### src/hw/rtl/assert_macros.svh
// Assertion helpers shared by the RTL files. Every check is sampled on the rising
// edge of clk and is switched off while reset is active.
`ifndef ASSERT_MACROS_SVH
`define ASSERT_MACROS_SVH

// A condition that must hold at every clock edge.
`define ICCA_ASSERT(lbl, cond) \
  lbl: assert property (@(posedge clk) disable iff (!rst_n) (cond)) \
    else $error("assertion failed");

// When the antecedent holds, the consequent must hold in the same cycle.
`define ICCA_ASSERT_IMP(lbl, ante, cons) \
  lbl: assert property (@(posedge clk) disable iff (!rst_n) (ante) |-> (cons)) \
    else $error("assertion failed");

// When the antecedent holds, the consequent must hold in the next cycle.
`define ICCA_ASSERT_NEXT(lbl, ante, cons) \
  lbl: assert property (@(posedge clk) disable iff (!rst_n) (ante) |=> (cons)) \
    else $error("assertion failed");

`endif

### src/hw/rtl/icca_pkg.sv
`default_nettype none
package icca_pkg;

  localparam int SYM_W    = 4;
  localparam int CNT_W    = 8;
  localparam int IDX_W    = 10;
  localparam int WEIGHT_W = 64;
  localparam int CFG_W    = 4;

  localparam int QUEUE_DEPTH = 4;
  localparam int QPTR_W      = 2;

  typedef enum logic [0:0] {
    CFG_NUM_COLORS = 1'b0,
    CFG_LEVEL      = 1'b1
  } cfg_reg_t;

  localparam logic [CFG_W-1:0] NUM_COLORS_RST = 4'd2;
  localparam logic [CFG_W-1:0] LEVEL_RST      = 4'd1;

  // One finished word pair on its way to the count store.
  typedef struct packed {
    logic                ok;
    logic                in_range;
    logic [IDX_W-1:0]    idx;
    logic [WEIGHT_W-1:0] weight;
  } job_t;

  function automatic logic [CNT_W-1:0] sat_inc(input logic [CNT_W-1:0] v);
    logic [CNT_W-1:0] r;
    r = (v == {CNT_W{1'b1}}) ? v : v + {{(CNT_W-1){1'b0}}, 1'b1};
    return r;
  endfunction

endpackage
`default_nettype wire

### src/hw/rtl/icca_queue.sv
`default_nettype none
module icca_queue (
  input  wire logic           clk,
  input  wire logic           rst_n,
  input  wire logic           push,
  input  wire icca_pkg::job_t push_job,
  input  wire logic           pop,
  output icca_pkg::job_t      head_job,
  output logic                empty,
  output logic                full
);
`include "assert_macros.svh"

  icca_pkg::job_t                entry_r[icca_pkg::QUEUE_DEPTH];
  logic [icca_pkg::QPTR_W-1:0]   wr_ptr_r;
  logic [icca_pkg::QPTR_W-1:0]   rd_ptr_r;
  logic [icca_pkg::QPTR_W:0]     count_r;

  assign empty    = (count_r == '0);
  assign full     = (count_r == (icca_pkg::QPTR_W + 1)'(icca_pkg::QUEUE_DEPTH));
  assign head_job = entry_r[rd_ptr_r];

  always_ff @(posedge clk) begin
    if (push) begin
      entry_r[wr_ptr_r] <= push_job;
    end
  end

  always_ff @(posedge clk) begin
    if (!rst_n) begin
      wr_ptr_r <= '0;
      rd_ptr_r <= '0;
      count_r  <= '0;
    end else begin
      if (push) begin
        wr_ptr_r <= wr_ptr_r + (icca_pkg::QPTR_W)'(1);
      end
      if (pop) begin
        rd_ptr_r <= rd_ptr_r + (icca_pkg::QPTR_W)'(1);
      end
      if (push && !pop) begin
        count_r <= count_r + (icca_pkg::QPTR_W + 1)'(1);
      end else if (pop && !push) begin
        count_r <= count_r - (icca_pkg::QPTR_W + 1)'(1);
      end
    end
  end

  `ICCA_ASSERT_IMP(a_no_push_full, push, !full)
  `ICCA_ASSERT_IMP(a_no_pop_empty, pop, !empty)

endmodule
`default_nettype wire

### config.mk
export PLATFORM = sky130hd
export DESIGN_NAME = icca_queue
export DESIGN_NICKNAME = d
export VERILOG_FILES = /design/src/hw/rtl/icca_pkg.sv /design/src/hw/rtl/icca_queue.sv
export VERILOG_INCLUDE_DIRS = /design/src /design/src/hw/rtl
export SDC_FILE = /design/constraint.sdc
export NUM_CORES = 1
export LEC_CHECK = 0
export BUFFER_PORTS_ARGS = -buffer_cell sky130_fd_sc_hd__clkbuf_2
export CAP_MARGIN = 20
export CELL_PAD_IN_SITES_DETAIL_PLACEMENT = 1
export CELL_PAD_IN_SITES_GLOBAL_PLACEMENT = 1
export CORE_MARGIN = 5
export CORE_UTILIZATION = 50
export CTS_CLUSTER_DIAMETER = 150
export CTS_CLUSTER_SIZE = 40
export DETAILED_ROUTE_END_ITERATION = 10
export PLACE_DENSITY_LB_ADDON = 0.08
export SYNTH_ARGS = -nofsm -noshare
export SYNTH_HDL_FRONTEND = slang
export SYNTH_SLANG_ARGS = --single-unit
### constraint.sdc
create_clock -name clk -period 3.77 [get_ports clk]
set_clock_uncertainty 0.15 [all_clocks]
set_input_delay 0.377 -clock clk [delete_from_list [all_inputs] [get_ports clk]]
set_output_delay 0.377 -clock clk [all_outputs]
set_load 0.05 [all_outputs]
==> Flow_metrics.wiki <==
{| class="wikitable"
! Metric !! Value
|-
| Crit path time final || 3020 ps
|-
| Worst stage delay on the critical path || 720 ps
|-
| Switching Share || 26.7%
|-
| Largest family of logic cells by synthesized area || multiplexers
|-
| Initial antenna violation count || 0
|-
| Final number of hold-violating endpoints || 0
|-
| Effective utilization at floorplan || 50.8%
|-
| Crit Path Max Fanout || 27
|-
| Number of max-cap violations || 0
|-
| Area of the die || 26,000 µm²
|-
| Setup TNS Final || 0 ps
|-
| Unrepaired setup endpoints after global routing || no
|-
| GRT Total Usage || 17.2%
|-
| GRT overflow || 0
|-
| Count of flip-flops with a built-in enable after synthesis || 304
|-
| Synth Area per Inst || 26.0 µm²
|-
| Data required time of the worst path || 3240 ps
|-
| Clock tree from TritonCTS || yes
|-
| Final worst path period share || 80.0%
|-
| Number of DRC markers in iteration 0 || 265
|-
| Dominant cell type by area after synthesis || sky130_fd_sc_hd__edfxtp_1
|-
| Post-synth top cells || 304 x sky130_fd_sc_hd__edfxtp_1, 76 x sky130_fd_sc_hd__mux4_2, 9 x sky130_fd_sc_hd__and2_1, 9 x sky130_fd_sc_hd__dfxtp_1
|-
| Power density over cell area || 493 nW/µm²
|-
| Type of the tightest min-delay check || input pin to register
|-
| Synthesized-area fraction occupied by and/or/nand/nor cells || 0.797%
|-
| Clock share of power || 21.9%
|-
| Post-cts sizing count || 0
|-
| Antenna fix cells || 0
|-
| Adder-cell share of the synthesized area || 0.721%
|-
| Timing-limited maximum frequency || 332 MHz
|-
| Antenna Violating Nets Remaining || 0
|-
| Post-Syn Area || 11,500 µm²
|-
| Most common flop cell mapped by yosys || sky130_fd_sc_hd__edfxtp_1
|-
| I/O Pins || 158
|-
| Number of buffers inserted during clock tree synthesis || 11
|-
| H-Tree Depth || 1
|-
| WHS || 63.2 ps
|-
| Actual transition at the worst max-transition pin || 823 ps
|-
| Chip Width || 161 µm
|-
| Routed Wire Length || 22.0 mm
|-
| Rows || 55
|-
| Multiplexer share of the synthesized area || 15.1%
|-
| Headroom to the max-slew limit || 45.1%
|-
| Number of cells after detailed placement || 875
|-
| Estimated wirelength of the detail-placed design || 13.5 mm
|-
| Post-route worst setup slack || 755 ps
|-
| DRC violations left || 0
|-
| Insertion delay to the later sink of the worst-skew pair || 480 ps
|-
| Number of input and output port buffers inserted || 157
|-
| Max Buffers Root-to-Sink || 3
|-
| Layout Nets || 765
|-
| Count leader, synth || sky130_fd_sc_hd__edfxtp_1
|-
| Cell internal power dissipation || 4.91 mW
|-
| Async S/R FF share, synth || 0%
|-
| Cell at the root of the clock tree || sky130_fd_sc_hd__clkbuf_16
|-
| Psw || 1.79 mW
|-
| Count of vias placed by the detailed router || 5,200
|-
| Clock transition at the register clock pins on the worst setup and hold paths after CTS || 130 ps
|-
| Share of final-layout standard cells stronger than drive strength 1 || 38.5%
|-
| Sequential area share after synthesis || 81.3%
|-
| Sink count of the clock tree || 313
|-
| Top area cells in the synthesized netlist || sky130_fd_sc_hd__edfxtp_1 80%, sky130_fd_sc_hd__mux4_2 15%, sky130_fd_sc_hd__dfxtp_1 1.6%, sky130_fd_sc_hd__buf_12 0.87%, sky130_fd_sc_hd__ha_1 0.55%
|-
| # Post-CTS Setup Buffers || 0
|-
| Sequential Power Share || 60.6%
|-
| Data arrival time of the worst path || 2490 ps
|-
| Leakage dissipation || 4.59 nW
|-
| Combinational fraction of design power || 17.5%
|-
| Floorplan die height || 161 µm
|-
| Via count of the first global-routing pass || 5,941
|-
| Master of the slowest instance on the critical path || sky130_fd_sc_hd__dfxtp_4
|-
| Endpoint type of the worst setup path || output port
|-
| Number of buffer and inverter instances along the worst setup path || 2
|-
| DRT Pass-1 Iters || 4
|-
| Area overhead of the layout relative to synthesis || 18.7%
|-
| Result of the run || finished clean
|-
| DR vias/cell || 5.40
|-
| First-pass GRT wire length || 34.6 mm
|-
| Cell breakdown of the critical path || buf_4 -> mux4_2 -> clkbuf_2
|-
| Count of different cell masters after synthesis || 22
|-
| Pre-CTS worst setup slack || 1180 ps
|-
| Final Instance Count excl. Fillers || 963
|-
| Largest delay contributor family on the critical path || flip-flops
|-
| Pin count of the biggest net entering global routing || 67
|-
| Share of Yosys cell area claimed by the top area cell type || 79.7%
|-
| Final design area excluding fillers || 13,600 µm²
|-
| Xor and xnor area share after synthesis || 0.382%
|-
| Post-synth net total || 526
|-
| Warnings, synthesis || 0
|-
| Share of the synthesized area in compound gates (AO/OA/AOI/OAI) || 0.109%
|-
| Number of failing setup endpoints in the final timing report || 0
|-
| Yosys reg bits || 313
|-
| Placed instance area || 12,600 µm²
|-
| Final estimated routing congestion in global placement || 0.690
|-
| Startpoint kind of the worst setup timing path || register
|-
| Maximum vdd drop || 424 µV
|-
| Max-slew violation total from the final report || 0
|-
| Average detailed-routed wire length per instance || 22.8 µm
|-
| WS Path Type || register to output port
|-
| Placeable core region || 22,600 µm²
|-
| Synthesized instance count || 440
|}
cells by family after synthesis:
group           after synthesis
buf+inv                      21
simple gates                 15
compound gates                2
flops                       313
fa+ha+maj                     6
xor+xnor                      5
mux                          78
flip-flops by register name, indices dropped and copies added, names as in the netlist, named ones only:
register,cells
rd_ptr_r,2
entry_r,304
wr_ptr_r,2
count_r,3
what timing repair did:
item / in CTS / in global routing
hold endpoints to repair: 304 / 0
hold buffers: 76 / 0
setup endpoints to repair: 0 / 0
stage by stage:
stage	total power [mW]	util, %
6_report	6.70	60.3
3_5_place_dp	5.28	55.6
4_1_cts	6.80	60.3
5_1_grt	6.98	60.3
3_3_place_gp	5.24	55.6
2_1_floorplan	4.98	-
cell usage in the layout (no fill, tap or decap):
master	instances
sky130_fd_sc_hd__nor3_1	1
sky130_fd_sc_hd__and2_1	5
sky130_fd_sc_hd__a21boi_0	1
sky130_fd_sc_hd__clkbuf_2	157
sky130_fd_sc_hd__xor2_1	3
sky130_fd_sc_hd__or3_1	1
sky130_fd_sc_hd__xnor2_1	2
sky130_fd_sc_hd__o21ai_0	1
sky130_fd_sc_hd__nor3b_1	1
sky130_fd_sc_hd__inv_1	4
sky130_fd_sc_hd__mux2i_1	2
sky130_fd_sc_hd__and2_4	4
sky130_fd_sc_hd__fa_1	1
sky130_fd_sc_hd__dlygate4sd3_1	76
sky130_fd_sc_hd__dfxtp_1	7
sky130_fd_sc_hd__nor2b_1	2
sky130_fd_sc_hd__buf_12	3
sky130_fd_sc_hd__clkbuf_16	11
sky130_fd_sc_hd__nand2_1	1
sky130_fd_sc_hd__ha_1	5
sky130_fd_sc_hd__inv_6	1
sky130_fd_sc_hd__mux4_2	76
sky130_fd_sc_hd__buf_4	7
sky130_fd_sc_hd__dfxtp_4	2
sky130_fd_sc_hd__edfxtp_1	304
power by group through the flow:
stage          sequential [mW]  combinational [mW]  clock, mW
3_5_place_dp              4.15                1.13          0
3_3_place_gp              4.13                1.11          0
5_1_grt                   4.08                1.24       1.66
6_report                  4.06                1.17       1.47
4_1_cts                   4.07                1.20       1.53
2_1_floorplan             4.11               0.871          0
metal layers:
layer  part of all wire (%)  up-vias  GRT usage [%]
met5                      0        -              0
met4                   0.97        0           2.40
met3                    5.3       18           3.09
met2                     52      125           30.5
met1                     42     2722           23.0
li1                       -     2335              -
layout make-up:
cell class / instances / area [µm²]
sequential: 313 / 9320
fill: 1897 / 8970
multi-input combinational: 106 / 1970
timing repair buffer: 243 / 1660
tap: 285 / 357
clock buffer: 11 / 275
inverter: 4 / 15.0
clock inverter: 1 / 8.76
worst register-to-register path, delay by kind of cell, from the launching register on:
| family | cells | cell delay (ps) |
|---|---|---|
| adder cells (fa/ha/maj) | 1 | 200 |
| buffers and inverters | 1 | 380 |
| flip-flops | 1 | 430 |
| AND/OR/NAND/NOR | 1 | 700 |
worst paths after layout:
check,slack (ps),cells after the start,from,to
worst min register to register,400,2,count_r[2],count_r[2]
worst max-delay path,750,3,register,head_job[73]
worst max register to register,1610,3,wr_ptr_r[0],entry_r[3][66]
worst min-delay path,60,2,rst_n,wr_ptr_r[1]
(Power assumes the default switching activity.)
