===== config.mk =====
export PLATFORM = sky130hd
export DESIGN_NAME = icca_front
export DESIGN_NICKNAME = d
export VERILOG_FILES = /design/src/hw/rtl/assert_macros.svh /design/src/hw/rtl/icca_pkg.sv /design/src/hw/rtl/icca_front.sv
export SDC_FILE = /design/constraint.sdc
export NUM_CORES = 1
export LEC_CHECK = 0
export ABC_CLOCK_PERIOD_IN_PS = 6100
export BUFFER_PORTS_ARGS = -buffer_cell sky130_fd_sc_hd__buf_4
export CAP_MARGIN = 20
export CORE_ASPECT_RATIO = 1.2
export CORE_UTILIZATION = 42
export DETAILED_ROUTE_END_ITERATION = 16
export PLACE_DENSITY_LB_ADDON = 0.1
export REMOVE_ABC_BUFFERS = 1
export SYNTH_ARGS = -nofsm -noshare
export SYNTH_HDL_FRONTEND = slang
export SYNTH_SLANG_ARGS = --single-unit

===== constraint.sdc =====
create_clock -name clk -period 6.1 [get_ports clk]
set_input_delay 1.22 -clock clk [delete_from_list [all_inputs] [get_ports clk]]
set_output_delay 1.22 -clock clk [all_outputs]
set_load 0.02 [all_outputs]

===== src/hw/rtl/assert_macros.svh =====
// Assertion helpers shared by the RTL files. Every check is sampled on the rising
// edge of clk and is switched off while reset is active.
`ifndef ASSERT_MACROS_SVH
`define ASSERT_MACROS_SVH

// A condition that must hold at every clock edge.
`define ICCA_ASSERT(lbl, cond) \
  lbl: assert property (@(posedge clk) disable iff (!rst_n) (cond)) \
    else $error("assertion failed");

// When the antecedent holds, the consequent must hold in the same cycle.
`define ICCA_ASSERT_IMP(lbl, ante, cons) \
  lbl: assert property (@(posedge clk) disable iff (!rst_n) (ante) |-> (cons)) \
    else $error("assertion failed");

// When the antecedent holds, the consequent must hold in the next cycle.
`define ICCA_ASSERT_NEXT(lbl, ante, cons) \
  lbl: assert property (@(posedge clk) disable iff (!rst_n) (ante) |=> (cons)) \
    else $error("assertion failed");

`endif


===== src/hw/rtl/icca_pkg.sv =====
`default_nettype none
package icca_pkg;

  localparam int SYM_W    = 4;
  localparam int CNT_W    = 8;
  localparam int IDX_W    = 10;
  localparam int WEIGHT_W = 64;
  localparam int CFG_W    = 4;

  localparam int QUEUE_DEPTH = 4;
  localparam int QPTR_W      = 2;

  typedef enum logic [0:0] {
    CFG_NUM_COLORS = 1'b0,
    CFG_LEVEL      = 1'b1
  } cfg_reg_t;

  localparam logic [CFG_W-1:0] NUM_COLORS_RST = 4'd2;
  localparam logic [CFG_W-1:0] LEVEL_RST      = 4'd1;

  // One finished word pair on its way to the count store.
  typedef struct packed {
    logic                ok;
    logic                in_range;
    logic [IDX_W-1:0]    idx;
    logic [WEIGHT_W-1:0] weight;
  } job_t;

  function automatic logic [CNT_W-1:0] sat_inc(input logic [CNT_W-1:0] v);
    logic [CNT_W-1:0] r;
    r = (v == {CNT_W{1'b1}}) ? v : v + {{(CNT_W-1){1'b0}}, 1'b1};
    return r;
  endfunction

endpackage
`default_nettype wire


===== src/hw/rtl/icca_front.sv =====
`default_nettype none
module icca_front #(
  parameter int MAX_COLORS   = 8,
  parameter int MAX_LEVEL    = 15,
  parameter int TARGET_DEPTH = 1024
) (
  input  wire logic                                 clk,
  input  wire logic                                 rst_n,
  input  wire logic                                 cfg_we,
  input  wire logic                                 cfg_index,
  input  wire logic [icca_pkg::CFG_W-1:0]           cfg_wdata,
  input  wire logic                                 in_valid,
  output logic                                      in_stall,
  input  wire logic [icca_pkg::SYM_W-1:0]           in_upper_color,
  input  wire logic [icca_pkg::SYM_W-1:0]           in_lower_color,
  input  wire logic                                 in_lower_present,
  input  wire logic                                 in_last,
  input  wire logic [icca_pkg::IDX_W-1:0]           in_target_index,
  input  wire logic [icca_pkg::WEIGHT_W-1:0]        in_weight,
  input  wire logic                                 q_full,
  input  wire logic                                 store_busy,
  output logic                                      push,
  output icca_pkg::job_t                            push_job
);

  logic [icca_pkg::CFG_W-1:0] num_colors_r;
  logic [icca_pkg::CFG_W-1:0] level_r;

  logic [icca_pkg::CNT_W-1:0] up_cnt_r  [MAX_COLORS];
  logic [icca_pkg::CNT_W-1:0] lo_cnt_r  [MAX_COLORS];
  logic [icca_pkg::CNT_W-1:0] up_cnt_nxt[MAX_COLORS];
  logic [icca_pkg::CNT_W-1:0] lo_cnt_nxt[MAX_COLORS];
  logic                       failed_r;
  logic                       failed_nxt;

  logic                       accept;
  logic [4:0]                 n_eff;
  logic [icca_pkg::CNT_W-1:0] lv;
  logic [icca_pkg::CNT_W-1:0] lv_up;
  logic                       counts_ok;
  logic [31:0]                idx_ext;

  always_ff @(posedge clk) begin
    if (!rst_n) begin
      num_colors_r <= icca_pkg::NUM_COLORS_RST;
      level_r      <= icca_pkg::LEVEL_RST;
    end else if (cfg_we) begin
      unique case (cfg_index)
        icca_pkg::CFG_NUM_COLORS: num_colors_r <= cfg_wdata;
        icca_pkg::CFG_LEVEL:      level_r      <= cfg_wdata;
      endcase
    end
  end

  assign in_stall = q_full | store_busy;
  assign accept   = in_valid & ~in_stall;
  assign push     = accept & in_last;

  assign n_eff = ({1'b0, num_colors_r} > 5'(MAX_COLORS)) ? 5'(MAX_COLORS)
                                                         : {1'b0, num_colors_r};
  assign lv    = ({4'b0, level_r} > 8'(MAX_LEVEL)) ? 8'(MAX_LEVEL) : {4'b0, level_r};
  assign lv_up = lv + 8'd1;

  // Each color lane checks its own counters; the upper symbol is applied first,
  // so the lower check compares against the already updated upper count.
  always_comb begin
    failed_nxt = failed_r;
    counts_ok  = 1'b1;
    for (int k = 0; k < MAX_COLORS; k++) begin
      up_cnt_nxt[k] = up_cnt_r[k];
      lo_cnt_nxt[k] = lo_cnt_r[k];
      if (5'(k) < n_eff) begin
        if ({1'b0, in_upper_color} == 5'(k + 1)) begin
          if (up_cnt_r[k] != lo_cnt_r[k]) begin
            failed_nxt = 1'b1;
          end
          up_cnt_nxt[k] = icca_pkg::sat_inc(up_cnt_r[k]);
        end
        if (in_lower_present && ({1'b0, in_lower_color} == 5'(k + 1))) begin
          if (({1'b0, lo_cnt_r[k]} + 9'd1) != {1'b0, up_cnt_nxt[k]}) begin
            failed_nxt = 1'b1;
          end
          lo_cnt_nxt[k] = icca_pkg::sat_inc(lo_cnt_r[k]);
        end
        if ((lo_cnt_nxt[k] != lv) || (up_cnt_nxt[k] != lv_up)) begin
          counts_ok = 1'b0;
        end
      end
    end
  end

  assign idx_ext           = {{(32 - icca_pkg::IDX_W){1'b0}}, in_target_index};
  assign push_job.ok       = ~failed_nxt & counts_ok;
  assign push_job.in_range = idx_ext < 32'(TARGET_DEPTH);
  assign push_job.idx      = in_target_index;
  assign push_job.weight   = in_weight;

  always_ff @(posedge clk) begin
    if (!rst_n) begin
      failed_r <= 1'b0;
      for (int k = 0; k < MAX_COLORS; k++) begin
        up_cnt_r[k] <= '0;
        lo_cnt_r[k] <= '0;
      end
    end else if (accept) begin
      if (in_last) begin
        failed_r <= 1'b0;
        for (int k = 0; k < MAX_COLORS; k++) begin
          up_cnt_r[k] <= '0;
          lo_cnt_r[k] <= '0;
        end
      end else begin
        failed_r <= failed_nxt;
        for (int k = 0; k < MAX_COLORS; k++) begin
          up_cnt_r[k] <= up_cnt_nxt[k];
          lo_cnt_r[k] <= lo_cnt_nxt[k];
        end
      end
    end
  end

endmodule
`default_nettype wire


==> metrics.md, run 1 <==
| Metric | Value |
|---|---|
| Number of enable flip-flop cells after synthesis | 112 |
| Failing checks | design-rule violations |
| R2R cell count | 11 |
| Post CTS Setup Buffer Count | 0 |
| Synth cell types | 84 |
| P&R area growth vs syn | 4.54% |
| DRC errors left | 4 |
| Remaining antenna violation count | 0 |
| PD cells | 184 mW/mm2 |
| Avg Cell Area, Syn | 8.27 um2 |
| Cell taking the most area after synthesis | edfxtp_1 |
| Post-Route Skew | 0.0102 ns |
| Worst Path Class, Setup | in2out |
| Power Total | 2.58 mW |
| Initial Utilization | 42.7% |
| CTS Sinks | 137 |
| Vias per inst | 6.24 |
| Synth warn | 0 |
| Period minus WS final | 5.79 ns |
| # diodes | 0 |
| Largest net degree at the start of global routing | 81 |
| Maximum buffer depth of the clock tree | 2 |
| Reg2reg end | failed_r$_SDFFE_PN0P_ |
| Main flop type after synthesis | edfxtp_1 |
| Origin of the worst min-delay path | failed_r$_SDFFE_PN0P_ |
| Core Region | 0.0314 mm2 |
| Share of the synthesized area in the top cell type | 25.0% |
| # resized after CTS | 0 |
| Worst flop-to-flop path startpoint | up_cnt_r[0][16]$_SDFFCE_PN0P_ |
| CTS root buf | clkbuf_16 |
| First-pass GRT wire length | 71.1 mm |
| TritonCTS buffer count | 17 |
| Fin nets | 1635 |
| Post-layout util | 44.6% |
| Via count | 12.1k |
| Setup repair after global routing missed its margin | no |
| Total Routing Usage GR | 29.3% |
| Synth Register Bits | 137 |
| Hold Vio Cnt, Final | 0 |
| Cell area after synthesis | 0.0134 mm2 |
| Max-slew headroom | 32.3% |
| Fmax | 173 MHz |
| Worst Tran Pin Value | 1.02 ns |
| Routed wire length | 47.2 mm |
| Cell count after synthesis | 1624 |
| Fillers | 3239 |
| Post-DP HPWL | 34.2 mm |
| Static leakage | 4.87 nW |
| Startpoint types | primary input |
| Hold Path End | failed_r$_SDFFE_PN0P_ |
| GP Congestion | 0.932 |
| Reg2Reg Setup Slack | 2.71 ns |
| Die area | 0.0327 mm2 |
| Port bufs | 23 |
| TritonRoute pass-1 iters | 12 |
| Pins Over Slew Limit | 0 |
| Max IR drop VDD | 0.133 mV |
| Vias in the first global route | 11.2k |
| CP peak stage delay | 0.64 ns |
| H-tree Lvls | 4 |
| CP required | 4.88 ns |
| Drt wl/cell | 24.4 um |
| CP Max Fanout | 12 |
| Highest-delay cell along the critical path | or4b_1 |
| Clock slew at reported path FFs | 0.06 ns |
| Worst-path cell chain | buf_4 > or4b_1 > nor4_1 > mux2_2 > nor4_1 > nand3_1 > a2111oi_2 > nand4_1 > a2111o_1 > nor4_2 > buf_4 > buf_4 |
| Layout cells sized above 1 | 9.18% |
| Register area share after synthesis | 28.8% |
| Fraction of registers with async set/reset | 0% |
| Worst path most repeated cell | buf_4 |
| Initial antenna violation count | 0 |
| Rows | 71 |
| Fin Setup TNS | 0 ns |
| Setup violators final | 0 |
| Period utilization | 94.9% |
| Worst setup EP type | output pin |
| Synth area leaders | edfxtp_1 25%, xnor2_1 11%, xor2_1 5.7%, nor2_1 4.5%, buf_4 4.2% |
| # IOs | 173 |
| CTS tree | built |
| Cell count of the worst hold path | 1 |
| Worst hold path type | reg2reg |
| Die height | 198 um |
| Worst skew pair latency | 0.43 ns |
| Max Cap Viol | 0 |
| Worst Path Arrival | 4.57 ns |
| Status | complete, but fails checks |
| Synth cell count leaders | 162 x nor2_1, 162 x xnor2_1, 114 x clkbuf_1, 112 x edfxtp_1, 105 x nand2_1 |
| Die width | 165 um |
| Gr ovfl total | 0 |
| First DRT Iteration DRCs | 847 |
| CTS Hold Buffers Added | 0 |
placed cells by master (no fill, tap or decap), drive strengths merged, types with 26 or more instances in the layout:
cell and n:
nor4 31, xnor2 162, o21ai 65, edfxtp 112, nor2 162, nand4 56, and3 33, buf 78
a21oi 59, nand2 105, xor2 88, mux2i 54, and2 26, nand3 88, nor3 45
through the flow:
step	cells	setup slack [ns]	cell area, um2	hold WS (ns)
3_5_place_dp	1905	0.324	13500	0.522
2_1_floorplan	1426	0.723	12400	0.474
4_1_cts	1937	0.309	14000	0.538
5_1_grt	1937	0.00754	14000	0.579
3_3_place_gp	1905	0.331	13500	0.537
6_report	1937	0.308	14000	0.547
metal layers:
metal	track usage [%]	vias to the layer above	share of wire (%)
li1	-	5624	-
met1	37.0	5834	42
met2	44.2	545	45
met3	12.6	80	11
met4	8.80	10	2.2
met5	6.27	-	0.46
cells by family (layout without fill, tap and decap cells):
kind of cell | after synthesis | count (layout) | synth area share [%]
AO/OA/AOI/OAI | 271 | 271 | 13.6
other | 1 | 1 | 0.0279
multiplexers | 65 | 65 | 4.95
flip-flops | 137 | 137 | 28.8
adder cells (fa/ha/maj) | 17 | 17 | 1.58
XOR/XNOR | 253 | 253 | 16.8
AND/OR/NAND/NOR | 659 | 659 | 25.9
buffers and inverters | 221 | 133 | 8.32
where the power goes:
group          internal (mW)  total, mW  switching (mW)
Clock                  0.554      0.989           0.435
Combinational          0.192      0.443           0.251
Sequential              1.06       1.15          0.0932
Total                   1.80       2.58           0.779
worst max-delay path: cells and delay by family:
family	cells	cell delay [ns]
and+or+nand+nor	6	1.82
AOI/OAI and AO/OA	2	0.66
buffers and inverters	3	0.44
muxes	1	0.42
sequential cells by signal, summed over array words and instances, names as in the netlist:
signal / count
failed_r: 1
num_colors_r: 4
lo_cnt_r: 64
level_r: 4
up_cnt_r: 64
worst max-delay path by stage:
stage / from / to / slack [ns] / depth (start not counted)
floorplan: in_upper_color[1] / push_job[75] / 0.72 / 9
global placement: in_upper_color[1] / push_job[75] / 0.33 / 12
detailed placement: in_upper_color[1] / push_job[75] / 0.32 / 12
CTS: in_upper_color[1] / push_job[75] / 0.31 / 12
global route: in_upper_color[1] / push_job[75] / 0.008 / 13
finish: in_upper_color[1] / push_job[75] / 0.31 / 12
area by class of cell:
cell class                 instances  area [um2]  share of cell area (%)
multi-input combinational       1266        8460                    60.3
timing repair buffer              78         586                    4.17
clock buffer                      18         429                    3.06
tap                              401         502                    3.57
clock inverter                    14         109                   0.775
sequential                       137        3860                    27.5
inverter                          23        86.3                   0.615
Power figures use the tool's default switching activity.
==> run 2: changes to the inputs <==
- CORE_ASPECT_RATIO: 1.2 -> 0.6
==> run 2 against run 1 <==
Against the previous run: the run now ends clean; cell count is essentially flat; sequential share of layout area grew 0.059 points; register-to-register slack lost 0.12 ns; combinational power is essentially flat; clock skew shrank 0.0020 ns; first-iteration DRC count grew 51%; worst setup slack lost 0.036 ns; total power grew 1.3%; routed wire length grew 0.57%; critical path type unchanged; largest cell class unchanged.
==> metrics.md, run 2 (same netlist as run 1, synthesis figures left out) <==
| Metric | Value |
|---|---|
| First-pass GRT wire length | 71.7 mm (was 71.1 mm) |
| Maximum buffer depth of the clock tree | 2 (unchanged) |
| Core Region | 0.0313 mm2 (was 0.0314 mm2) |
| Startpoint types | primary input (unchanged) |
| Commonest non-fill, non-tap cells in the layout | 162 x xnor2_1, 161 x nor2_1, 112 x edfxtp_1 (was 162 x nor2_1, 162 x xnor2_1, 112 x edfxtp_1) |
| NetSw | 0.774 mW (was 0.779 mW) |
| Met3 usage | 12.5% (was 12.6%) |
| TritonRoute pass-1 iters | 7 (was 12) |
| Largest net degree at the start of global routing | 74 (was 81) |
| Top Usage Layer GRT | met1 (was met2) |
| Die width | 233 um (was 165 um) |
| Critical path startpoint | in_upper_color[1] (unchanged) |
| Highest-delay cell along the critical path | or4b_1 (unchanged) |
| Routing usage on met2 | 35.9% (was 44.2%) |
| Worst setup EP type | output pin (unchanged) |
| CP Max Fanout | 12 (unchanged) |
| Gr ovfl total | 0 (unchanged) |
| CP top delay family | simple AND/OR/NAND/NOR gates (unchanged) |
| Worst Path Class, Setup | in2out (unchanged) |
| Fin nets | 1621 (was 1635) |
| Min Hold Slack | 0.568 ns (was 0.547 ns) |
| P&R area growth vs syn | 4.31% (was 4.54%) |
| Post-Route Skew | 0.00821 ns (was 0.0102 ns) |
| Worst-path cell chain | buf_4 > or4b_1 > o21ai_1 > a21oi_1 > or4b_1 > a2111oi_1 > a41oi_1 > a211oi_2 > nand4b_1 > nor4_4 > buf_4 (was buf_4 > or4b_1 > nor4_1 > mux2_2 > nor4_1 > nand3_1 > a2111oi_2 > nand4_1 > a2111o_1 > nor4_2 > buf_4 > buf_4) |
| Initial Utilization | 42.9% (was 42.7%) |
| H-tree Lvls | 4 (unchanged) |
| Power Total | 2.62 mW (was 2.58 mW) |
| Pins Over Slew Limit | 0 (unchanged) |
| Max IR drop VDD | 0.190 mV (was 0.133 mV) |
| Fin cells | 1938 (was 1937) |
| Vias in the first global route | 10.6k (was 11.2k) |
| PD cells | 187 mW/mm2 (was 184 mW/mm2) |
| Initial antenna violation count | 0 (unchanged) |
| Die area | 0.0327 mm2 (about the same) |
| First DRT Iteration DRCs | 1279 (was 847) |
| Via count | 12.1k (about the same) |
| Worst hold path type | reg2reg (unchanged) |
| Sequential share of power | 44.0% (was 44.5%) |
| Largest registers | lo_cnt_r (64), up_cnt_r (64) (unchanged) |
| Post-layout util | 44.7% (was 44.6%) |
| Clock slew at reported path FFs | 0.06 ns (about the same) |
| Sw Ratio | 29.6% (was 30.2%) |
| Origin of the worst min-delay path | failed_r$_SDFFE_PN0P_ (unchanged) |
| Post CTS Setup Buffer Count | 0 (unchanged) |
| CTS tree | built (unchanged) |
| Clock Power Share | 38.9% (was 38.3%) |
| Drt wl/cell | 24.5 um (was 24.4 um) |
| Vias per inst | 6.22 (was 6.24) |
| Static leakage | 4.83 nW (was 4.87 nW) |
| Post-DP HPWL | 34.7 mm (was 34.2 mm) |
| Fmax | 172 MHz (was 173 MHz) |
| Status | completed (was complete, but fails checks) |
| TritonCTS buffer count | 17 (unchanged) |
| Routed wire length | 47.4 mm (was 47.2 mm) |
| Total Routing Usage GR | 29.4% (was 29.3%) |
| CTS Sinks | 137 (unchanged) |
| Placement Cell Area | 0.0134 mm2 (was 0.0135 mm2) |
| Combinational share of power | 17.0% (was 17.2%) |
| Fin Setup TNS | 0 ns (unchanged) |
| Remaining antenna violation count | 0 (unchanged) |
| Worst Path Arrival | 4.61 ns (was 4.57 ns) |
| Period utilization | 95.5% (was 94.9%) |
| GRT met1 Usage | 44.5% (was 37.0%) |
| CP required | 4.88 ns (about the same) |
| # diodes | 0 (unchanged) |
| Max-slew headroom | 25.2% (was 32.3%) |
| Setup violators final | 0 (unchanged) |
| Layout cells sized above 1 | 8.61% (was 9.18%) |
| CP peak stage delay | 0.68 ns (was 0.64 ns) |
| Rows | 50 (was 71) |
| Int Pwr | 1.84 mW (was 1.80 mW) |
| Port bufs | 23 (unchanged) |
| Post-route setup slack | 0.272 ns (was 0.308 ns) |
| GP Congestion | 0.926 (was 0.932) |
| Max Cap Viol | 0 (unchanged) |
| DRC errors left | 0 (was 4) |
| Die height | 141 um (was 198 um) |
| Pre-CTS WS | -0.00380 ns (was 0.324 ns) |
| Worst Tran Pin Value | 1.11 ns (was 1.02 ns) |
| Worst skew pair latency | 0.45 ns (was 0.43 ns) |
| Fin area | 0.0140 mm2 (about the same) |
| Worst flop-to-flop path startpoint | lo_cnt_r[0][24]$_SDFFCE_PN0P_ (was up_cnt_r[0][16]$_SDFFCE_PN0P_) |
| Hold Vio Cnt, Final | 0 (unchanged) |
| CTS root buf | clkbuf_16 (unchanged) |
| CTS Hold Buffers Added | 0 (unchanged) |
| Setup repair after global routing missed its margin | no (unchanged) |
| Most common cell after layout, fill and taps aside | xnor2_1 |
| Period minus WS final | 5.83 ns (was 5.79 ns) |
| # IOs | 173 (unchanged) |
| WP buf/inv | 2 (was 3) |
| Placed Cells | 1906 (was 1905) |
-- run 2: changes by cell type in the layout (fill, tap and decap cells not counted), sizes merged --
cell / change
buf: -14
bufinv: -1
inv: +1
clkinv: -6
clkbuf: +8
clkinvlp: -2
-- run 2: path summary, 6_finish.rpt --
path                                         endpoint  slack, ns  depth (start not counted)
worst min register to register  failed_r$_SDFFE_PN0P_       0.57                          1
worst min-delay path            failed_r$_SDFFE_PN0P_       0.57                          1
worst max-delay path                     push_job[75]       0.27                         11
worst max register to register  failed_r$_SDFFE_PN0P_       2.59                         11
-- run 2: area by class of cell --
class	instances	area (um2)
clock inverter	6	35.0
clock buffer	26	528
multi-input combinational	1266	8490
sequential	137	3860
tap	416	520
inverter	23	86.3
fill	3129	17300
timing repair buffer	64	488
-- run 2: worst register-to-register path, cell delays in order, from the launching register on --
cell	delay [ns]
edfxtp_1	0.56
ha_1	0.30
and3_1	0.31
nand3_1	0.22
or3b_2	0.53
mux2_2	0.28
o211ai_1	0.12
o31ai_1	0.10
a211oi_1	0.36
buf_4	0.21
nand4b_1	0.17
a22o_1	0.25
-- run 2: power by group through the flow --
stage               logic [mW]  clock network (mW)  registers (mW)
floorplan                0.298                   0            1.14
finish                   0.445                1.02            1.15
detailed placement       0.437                   0            1.17
global placement         0.435                   0            1.17
CTS                      0.441                1.04            1.15
global route             0.486                1.07            1.16
-- run 2: repair_timing --
action,in CTS,in global routing
resized for setup,1,5
hold endpoints to repair,0,0
setup endpoints to repair,1,1
pin swaps,0,1
-- run 2: layer usage --
metal	wire (um)	vias up
met5	430	-
met4	856	14
met3	5330	76
met2	17500	549
met1	23300	5821
li1	-	5598
